===== config.mk =====
export PLATFORM = sky130hd
export DESIGN_NAME = pid_speed_controller
export DESIGN_NICKNAME = d
export VERILOG_FILES = /design/src/rtl/psc_pkg.sv /design/src/rtl/pid_speed_controller.sv /design/src/rtl/psc_front.sv /design/src/rtl/psc_mac.sv
export SDC_FILE = /design/constraint.sdc
export NUM_CORES = 2
export LEC_CHECK = 0
export ABC_AREA = 1
export BUFFER_PORTS_ARGS = -buffer_cell sky130_fd_sc_hd__buf_2
export CAP_MARGIN = 0
export CORE_MARGIN = 3
export CORE_UTILIZATION = 60
export DETAILED_ROUTE_END_ITERATION = 6
export PLACE_DENSITY_LB_ADDON = 0.12
export SYNTH_ARGS = -nofsm -noshare
export SYNTH_HDL_FRONTEND = slang
export SYNTH_SLANG_ARGS = --single-unit

===== constraint.sdc =====
create_clock -name clk -period 6.8 [get_ports clk]
set_input_delay 1.7 -clock clk [delete_from_list [all_inputs] [get_ports clk]]
set_output_delay 1.7 -clock clk [all_outputs]
set_load 0.01 [all_outputs]

===== src/rtl/psc_pkg.sv =====
// Shared types and constants for the PID speed controller channel.
package psc_pkg;

  localparam int DATA_WIDTH = 16;
  localparam int ERR_W      = DATA_WIDTH + 1;
  localparam int DERIV_W    = DATA_WIDTH + 2;
  localparam int ISUM_W     = ERR_W + 1;
  localparam int INTEG_W    = 11;
  localparam int GAIN_W     = 16;
  localparam int LIMIT_W    = 15;
  localparam int DRIVE_W    = 16;
  localparam int FRAC_W     = 8;

  localparam int PROD_P_W   = ERR_W + GAIN_W;
  localparam int PROD_I_W   = INTEG_W + GAIN_W;
  localparam int PROD_D_W   = DERIV_W + GAIN_W;
  localparam int SUM_W      = PROD_D_W + 2;
  localparam int Q_W        = SUM_W - FRAC_W;

  localparam int CFG_ADDR_W = 2;
  localparam int CFG_DATA_W = 16;

  localparam logic signed [INTEG_W-1:0] ILIM_POS = 11'sd1000;
  localparam logic signed [INTEG_W-1:0] ILIM_NEG = -11'sd1000;

  localparam logic [LIMIT_W-1:0] DRIVE_LIMIT_RST = 15'd255;

  typedef enum logic [CFG_ADDR_W-1:0] {
    REG_GAIN_PROP   = 2'd0,
    REG_GAIN_INTEG  = 2'd1,
    REG_GAIN_DERIV  = 2'd2,
    REG_DRIVE_LIMIT = 2'd3
  } psc_reg_t;

  typedef struct packed {
    logic signed [ERR_W-1:0]   err;
    logic signed [INTEG_W-1:0] integ;
    logic signed [DERIV_W-1:0] deriv;
  } psc_terms_t;

endpackage


===== src/rtl/pid_speed_controller.sv =====
// Top level of one PID speed controller channel.
//
// Input stream: one beat per control tick carrying setpoint and measured.
// Output stream: one beat per tick carrying the clamped drive value.
// Gains (signed Q8.8), drive limit: cfg write port, one register per write;
// the user writes only while no beat is in flight; not enforced by the block.
// Pipeline: the input beat passes the term, product and result registers
// before out_tvalid rises. Throughput: one beat per cycle while out_tready is
// high; the gain multipliers and the sum/clamp each take one pipeline stage.
// Integral and previous error update when an input beat is accepted.
// Reset: gains clear to zero, drive limit becomes 255, integral and
// previous error clear, pipeline empties.
// A stalled receiver holds the output beat; each stage keeps its data and
// in_tready falls once every stage is full, so no beat is lost.
module pid_speed_controller import psc_pkg::*; (
  input  logic                    clk,
  input  logic                    rst_n,
  input  logic                    in_tvalid,
  output logic                    in_tready,
  input  logic [31:0]             in_tdata,   // setpoint [15:0], measured [31:16]
  output logic                    out_tvalid,
  input  logic                    out_tready,
  output logic [15:0]             out_tdata,  // drive [15:0]
  input  logic                    cfg_wr_en,
  input  logic [CFG_ADDR_W-1:0]   cfg_addr,
  input  logic [CFG_DATA_W-1:0]   cfg_wdata
);

  logic signed [GAIN_W-1:0]  gain_prop_r, gain_integ_r, gain_deriv_r;
  logic        [LIMIT_W-1:0] drive_limit_r;
  logic                      terms_vld, terms_rdy;
  psc_terms_t                terms;
  logic signed [DRIVE_W-1:0] drive;

  always_ff @(posedge clk) begin
    if (!rst_n) begin
      gain_prop_r   <= '0;
      gain_integ_r  <= '0;
      gain_deriv_r  <= '0;
      drive_limit_r <= DRIVE_LIMIT_RST;
    end else if (cfg_wr_en) begin
      case (psc_reg_t'(cfg_addr))
        REG_GAIN_PROP:   gain_prop_r   <= cfg_wdata[GAIN_W-1:0];
        REG_GAIN_INTEG:  gain_integ_r  <= cfg_wdata[GAIN_W-1:0];
        REG_GAIN_DERIV:  gain_deriv_r  <= cfg_wdata[GAIN_W-1:0];
        REG_DRIVE_LIMIT: drive_limit_r <= cfg_wdata[LIMIT_W-1:0];
        default: ;
      endcase
    end
  end

  psc_front u_front (
    .clk       (clk),
    .rst_n     (rst_n),
    .in_valid  (in_tvalid),
    .in_ready  (in_tready),
    .setpoint  (in_tdata[15:0]),
    .measured  (in_tdata[31:16]),
    .terms_vld (terms_vld),
    .terms_rdy (terms_rdy),
    .terms     (terms)
  );

  psc_mac u_mac (
    .clk         (clk),
    .rst_n       (rst_n),
    .terms_vld   (terms_vld),
    .terms_rdy   (terms_rdy),
    .terms       (terms),
    .gain_prop   (gain_prop_r),
    .gain_integ  (gain_integ_r),
    .gain_deriv  (gain_deriv_r),
    .drive_limit (drive_limit_r),
    .out_valid   (out_tvalid),
    .out_ready   (out_tready),
    .drive       (drive)
  );

  assign out_tdata = drive;

  a_integ_bound: assert property (@(posedge clk) disable iff (!rst_n)
    terms_vld |-> (terms.integ <= ILIM_POS) && (terms.integ >= ILIM_NEG))
    else $error("integral term outside its limit");

  a_drive_bound: assert property (@(posedge clk) disable iff (!rst_n)
    out_tvalid |-> (DRIVE_W'($signed({1'b0, drive_limit_r})) >= drive) &&
                   (-DRIVE_W'($signed({1'b0, drive_limit_r})) <= drive))
    else $error("drive beyond drive limit");

  a_terms_hold: assert property (@(posedge clk) disable iff (!rst_n)
    terms_vld && !terms_rdy |=> terms_vld && $stable(terms))
    else $error("term stage changed while stalled");

  a_reset_empty: assert property (@(posedge clk)
    !rst_n |=> !out_tvalid && !terms_vld)
    else $error("pipeline not empty after reset");

endmodule


===== src/rtl/psc_front.sv =====
// Error, clamped integral and derivative stage; holds the loop state.
module psc_front import psc_pkg::*; (
  input  logic                         clk,
  input  logic                         rst_n,
  input  logic                         in_valid,
  output logic                         in_ready,
  input  logic signed [DATA_WIDTH-1:0] setpoint,
  input  logic signed [DATA_WIDTH-1:0] measured,
  output logic                         terms_vld,
  input  logic                         terms_rdy,
  output psc_terms_t                   terms
);

  logic signed [INTEG_W-1:0] integ_r, integ_nxt;
  logic signed [ERR_W-1:0]   prev_err_r;
  logic                      vld_r, vld_nxt;
  psc_terms_t                terms_r, terms_nxt;

  logic signed [ERR_W-1:0]   err;
  logic signed [ISUM_W-1:0]  isum;
  logic                      load;

  assign in_ready = !vld_r || terms_rdy;
  assign load     = in_valid && in_ready;

  always_comb begin
    err  = ERR_W'(setpoint) - ERR_W'(measured);
    isum = ISUM_W'(integ_r) + ISUM_W'(err);
    if (isum > ISUM_W'(ILIM_POS)) begin
      integ_nxt = ILIM_POS;
    end else if (isum < ISUM_W'(ILIM_NEG)) begin
      integ_nxt = ILIM_NEG;
    end else begin
      integ_nxt = isum[INTEG_W-1:0];
    end
    terms_nxt.err   = err;
    terms_nxt.integ = integ_nxt;
    terms_nxt.deriv = DERIV_W'(err) - DERIV_W'(prev_err_r);
    vld_nxt = load ? 1'b1 : (terms_rdy ? 1'b0 : vld_r);
  end

  always_ff @(posedge clk) begin
    if (!rst_n) begin
      vld_r      <= 1'b0;
      integ_r    <= '0;
      prev_err_r <= '0;
    end else begin
      vld_r <= vld_nxt;
      if (load) begin
        integ_r    <= integ_nxt;
        prev_err_r <= err;
      end
    end
  end

  always_ff @(posedge clk) begin
    if (load) begin
      terms_r <= terms_nxt;
    end
  end

  assign terms_vld = vld_r;
  assign terms     = terms_r;

endmodule


===== src/rtl/psc_mac.sv =====
// Gain products, sum, truncation toward zero and drive clamp.
module psc_mac import psc_pkg::*; (
  input  logic                       clk,
  input  logic                       rst_n,
  input  logic                       terms_vld,
  output logic                       terms_rdy,
  input  psc_terms_t                 terms,
  input  logic signed [GAIN_W-1:0]   gain_prop,
  input  logic signed [GAIN_W-1:0]   gain_integ,
  input  logic signed [GAIN_W-1:0]   gain_deriv,
  input  logic        [LIMIT_W-1:0]  drive_limit,
  output logic                       out_valid,
  input  logic                       out_ready,
  output logic signed [DRIVE_W-1:0]  drive
);

  logic signed [PROD_P_W-1:0] prod_p_r;
  logic signed [PROD_I_W-1:0] prod_i_r;
  logic signed [PROD_D_W-1:0] prod_d_r;
  logic                       p_vld_r, p_vld_nxt;
  logic                       o_vld_r, o_vld_nxt;
  logic signed [DRIVE_W-1:0]  drive_r, drive_nxt;
  logic                       rdy_b, load_a, load_b;

  logic signed [SUM_W-1:0]    sum, adj;
  logic signed [Q_W-1:0]      q, lim_pos, lim_neg;

  assign rdy_b     = !o_vld_r || out_ready;
  assign terms_rdy = !p_vld_r || rdy_b;
  assign load_a    = terms_vld && terms_rdy;
  assign load_b    = p_vld_r && rdy_b;

  always_comb begin
    sum = SUM_W'(prod_p_r) + SUM_W'(prod_i_r) + SUM_W'(prod_d_r);
    adj = sum + (sum[SUM_W-1] ? SUM_W'((1 << FRAC_W) - 1) : SUM_W'(0));
    q   = adj[SUM_W-1:FRAC_W];
    lim_pos = Q_W'($signed({1'b0, drive_limit}));
    lim_neg = -lim_pos;
    if (q > lim_pos) begin
      drive_nxt = lim_pos[DRIVE_W-1:0];
    end else if (q < lim_neg) begin
      drive_nxt = lim_neg[DRIVE_W-1:0];
    end else begin
      drive_nxt = q[DRIVE_W-1:0];
    end
    p_vld_nxt = load_a ? 1'b1 : (rdy_b ? 1'b0 : p_vld_r);
    o_vld_nxt = load_b ? 1'b1 : (out_ready ? 1'b0 : o_vld_r);
  end

  always_ff @(posedge clk) begin
    if (!rst_n) begin
      p_vld_r <= 1'b0;
      o_vld_r <= 1'b0;
    end else begin
      p_vld_r <= p_vld_nxt;
      o_vld_r <= o_vld_nxt;
    end
  end

  always_ff @(posedge clk) begin
    if (load_a) begin
      prod_p_r <= PROD_P_W'(terms.err)   * PROD_P_W'(gain_prop);
      prod_i_r <= PROD_I_W'(terms.integ) * PROD_I_W'(gain_integ);
      prod_d_r <= PROD_D_W'(terms.deriv) * PROD_D_W'(gain_deriv);
    end
    if (load_b) begin
      drive_r <= drive_nxt;
    end
  end

  assign out_valid = o_vld_r;
  assign drive     = drive_r;

endmodule


==> results.md <==
- Syn_area_per_cell: 8.38 um2
- Startpoint Class: flop
- Clock power share: 0.076
- Crit path DAT: 6.85 ns
- Largest net degree at the start of global routing: between 70 and 80
- Avg Vias per Cell: about 5.3
- # fillers: 5969
- Maximum clock path buffer count: 3
- Routed wire per std cell: roughly 18 um
- Non-Filler Instances: approximately 6200
- Cell count along the critical path: 26
- Share of post-route cells with drive strength above 1: 0.0925
- Fin Hold WS: roughly 0.48 ns
- EDFF count, synth: between 150 and 200
- Die X: 273 um
- CP dominant cell by count: fa_1
- Max-cap violations: 0
- Commonest cells after routing, fill and taps aside: 1313 x inv_1, 1083 x nand2_1, 763 x fa_1, 338 x ha_1, 221 x a21oi_1
- Final net count: about 6400
- Crit Path Max Fanout: 13
- Finished Cell Area: around 47000 um2
- WP buf/inv: 4
- Netlist cell types: 52
- # rows: 97
- CTS tree: yes
- Clk slew on worst S/H paths: approximately 0.070 ns
- Worst hold path type: reg -> reg
- Starting Density: 0.608
- Net Sw Frac: 0.558
- CP max stage delay: about 0.6 ns
- Final ANT Viol Nets: 0
- Mapped cell area: between 40000 and 50000 um2
- Via count: roughly 33000
- DRT Pass-1 Iters: 6
- Yosys top cell by area: fa_1
- Top cells by area, synth: fa_1 36%, inv_1 12%, edfxtp_1 11%, ha_1 10%, nand2_1 9.5%
- Sequential element share of the synthesized area: 0.153
- Final WL: roughly 110000 um
- Worst R2R Setup Slack: between 0.2 and 0.3 ns
- Outcome: finished, final reports clean
- Max Slew Vio Count: 0
- PwrDens: a little over 500 nW/um2
- Sink Count: 250
- First-pass GRT wire length: around 180000 um
- Initial antenna violation count: 3
- Start of the worst register-to-register path: u_front.terms[9]
- Max Fclk: between 150 and 200 MHz
- Floorplan Core Area: between 70000 and 80000 um2
- Num ports: 73
- Syn_nets: around 6300
- Switch Pwr: approximately 13 mW
- Top-area cell type share of the netlist area: 0.358
- Buffers on Ports: a little over 70
- Final Hold Viols: 0
- CTS Buf Count: 30
- Critical Path Sink: u_mac.prod_d_r[31]
- GR Util All Layers: 0.318
- Detailed placement HPWL: 96200 um
- Worst vdd ir: between 0.0007 and 0.0008 V
- Most common cell after layout, fill and taps aside: inv_1
- Worst Tran Pin Value: 0.997 ns
- Kind of end point of the critical path: flop
- Grt ovf: 0
- CP Launch Point: u_front.terms[9]
- Yosys reg bits: 250
- CTS Root Cell: clkbuf_16
- Die Area: roughly 75000 um2
- Count of final setup violators: 0
- Worst skew pair latency: around 0.61 ns
- Max stage delay cell, worst path: fa_1
- DR DRC count: 0
- Post-Place Cell Area: 44900 um2
- Post-synth top flop: edfxtp_1
- Placer Congestion: between 0.9 and 1
- Setup Skew: around 0.022 ns
- Combinational share of power: 0.803
- R2R depth: 26
- Post-layout min period: 6.50 ns
- Leak Pwr: between 20 and 25 nW
- CP Class: reg -> reg
- Async S/R FF share, synth: 0
- CP Data Required Time: 7.15 ns
- Layout area overhead: 8.78%
- Inst Count DP: 6111
- Number of global-route vias before repair: between 30000 and 40000
- Synth warn: 0
- Initial DRC Count: ~2300
- Final worst-path cycle share: 0.956
- Top cell family by delay on the critical path: adder cells
- Die H: about 270 um
- Worst rel slew slack: 0.333
- Post-Syn Instances: ~5100
- Internal power: roughly 10 mW
- Seq pwr share: 0.121
- Reg-to-reg critical path endpoint: u_mac.prod_d_r[31]
- H-tree depth: 1
-- how the worst min path moves through the flow --
stage / start / endpoint / slack [ns] / cells past startpoint
2_1_floorplan: u_front.prev_err_r[2] / u_front.prev_err_r[2] / 0.44 / 2
3_3_place_gp: u_front.prev_err_r[2] / u_front.prev_err_r[2] / 0.45 / 2
3_5_place_dp: u_front.prev_err_r[3] / u_front.prev_err_r[3] / 0.46 / 2
4_1_cts: u_front.prev_err_r[3] / u_front.prev_err_r[3] / 0.47 / 2
5_1_grt: u_front.prev_err_r[3] / u_front.prev_err_r[3] / 0.51 / 2
6_report: u_front.prev_err_r[3] / u_front.prev_err_r[3] / 0.48 / 2
-- layout make-up --
cell class / instances / area, um2 / share of cell area
Tap cell: 940 / 1180 / 0.0253
Multi-Input combinational cell: 3360 / 30900 / 0.664
Clock buffer: 36 / 825 / 0.0177
Sequential cell: 250 / 6580 / 0.141
Inverter: 1331 / 5000 / 0.107
Clock inverter: 20 / 260 / 0.00559
Antenna cell: 3 / 7.51 / 0.000161
Timing Repair Buffer: 257 / 1790 / 0.0385
-- worst register-to-register path, delay by kind of cell (launching register included) --
family	cells	cell delay [ns]
buf+inv	4	0.43
flops	1	0.49
simple gates	8	0.71
fa+ha+maj	7	3.36
compound gates	6	1.11
xor+xnor	1	0.14
-- cells in the mapped netlist, types with 4 or more instances --
master	n
inv_1	1316
nand2_1	1088
fa_1	766
ha_1	353
a21oi_1	231
nor2_1	195
o21ai_0	166
edfxtp_1	156
clkbuf_1	154
nand3_1	132
xor2_1	128
dfxtp_1	94
xnor2_1	58
or2_2	47
nand4_1	38
nor3_1	22
o21bai_1	18
nand2_2	16
inv_2	14
a21o_1	11
nor2_2	10
a31oi_1	9
nand2_4	7
nor4_1	6
a21boi_0	5
buf_1	5
nand3_2	5
a211oi_1	4
and2_1	4
nand3b_1	4
nor2_4	4
xor2_2	4
-- power by group through the flow --
| stage | sequential (mW) | combinational [mW] | clock [mW] |
|---|---|---|---|
| 2_1_floorplan | 2.64 | 12.8 | 0 |
| 3_3_place_gp | 2.92 | 17.8 | 0 |
| 3_5_place_dp | 2.92 | 18.1 | 0 |
| 4_1_cts | 2.89 | 18.2 | 1.81 |
| 5_1_grt | 2.88 | 21.3 | 1.88 |
| 6_report | 2.86 | 19.0 | 1.80 |
-- routing by layer --
layer / part of all wire / vias up / track usage / wire length (um)
met5: 0.00023 / - / 0 / 26
met4: 0.044 / 4 / 0.117 / 5080
met3: 0.087 / 253 / 0.0637 / 9950
met2: 0.45 / 1233 / 0.506 / 51900
met1: 0.42 / 16100 / 0.434 / 47600
li1: - / 15400 / - / -
-- sequential cells by signal, summed over array words and instances, names as in the netlist --
| signal | count |
|---|---|
| u_mac.prod_i_r | 27 |
| u_front.terms | 46 |
| u_front.terms_vld | 1 |
| u_mac.prod_d_r | 34 |
| u_mac.prod_p_r | 33 |
| drive_limit_r | 15 |
| u_front.integ_r | 11 |
| gain_prop_r | 16 |
| gain_deriv_r | 16 |
| u_mac.drive | 16 |
| u_mac.p_vld_r | 1 |
| gain_integ_r | 16 |
| u_mac.out_valid | 1 |
| u_front.prev_err_r | 17 |
-- cells by family (layout without fill, tap and decap cells) --
kind of cell	count (synthesis)	after routing	synth area share
AND/OR/NAND/NOR	1588	1589	0.156
buffers and inverters	1496	1644	0.132
adder cells (fa/ha/maj)	1119	1119	0.462
AO/OA/AOI/OAI	462	462	0.0579
flip-flops	250	250	0.153
XOR/XNOR	190	190	0.0396
other	0	3	0
-- through the flow --
step | total power, mW | setup slack, ns | util | setup TNS [ns]
final | 23.6 | 0.299 | 0.661 | 0
after global routing | 26.0 | -0.00892 | 0.661 | -0.0217
after CTS | 22.9 | 0.0793 | 0.654 | 0
after detailed placement | 21.0 | -0.0639 | 0.638 | -0.0749
after global placement | 20.7 | 0.0660 | 0.638 | 0
after floorplan | 15.4 | 0.300 | - | 0
-- timing repair --
action / 4_1_cts / 5_1_grt
setup endpoints to repair: 3 / 29
pin swaps: 0 / 10
setup buffers: 0 / 26
hold buffers: 0 / 0
gates cloned: 0 / 1
resized for setup: 2 / 77
Note: power is estimated with default switching activity, not from simulation.
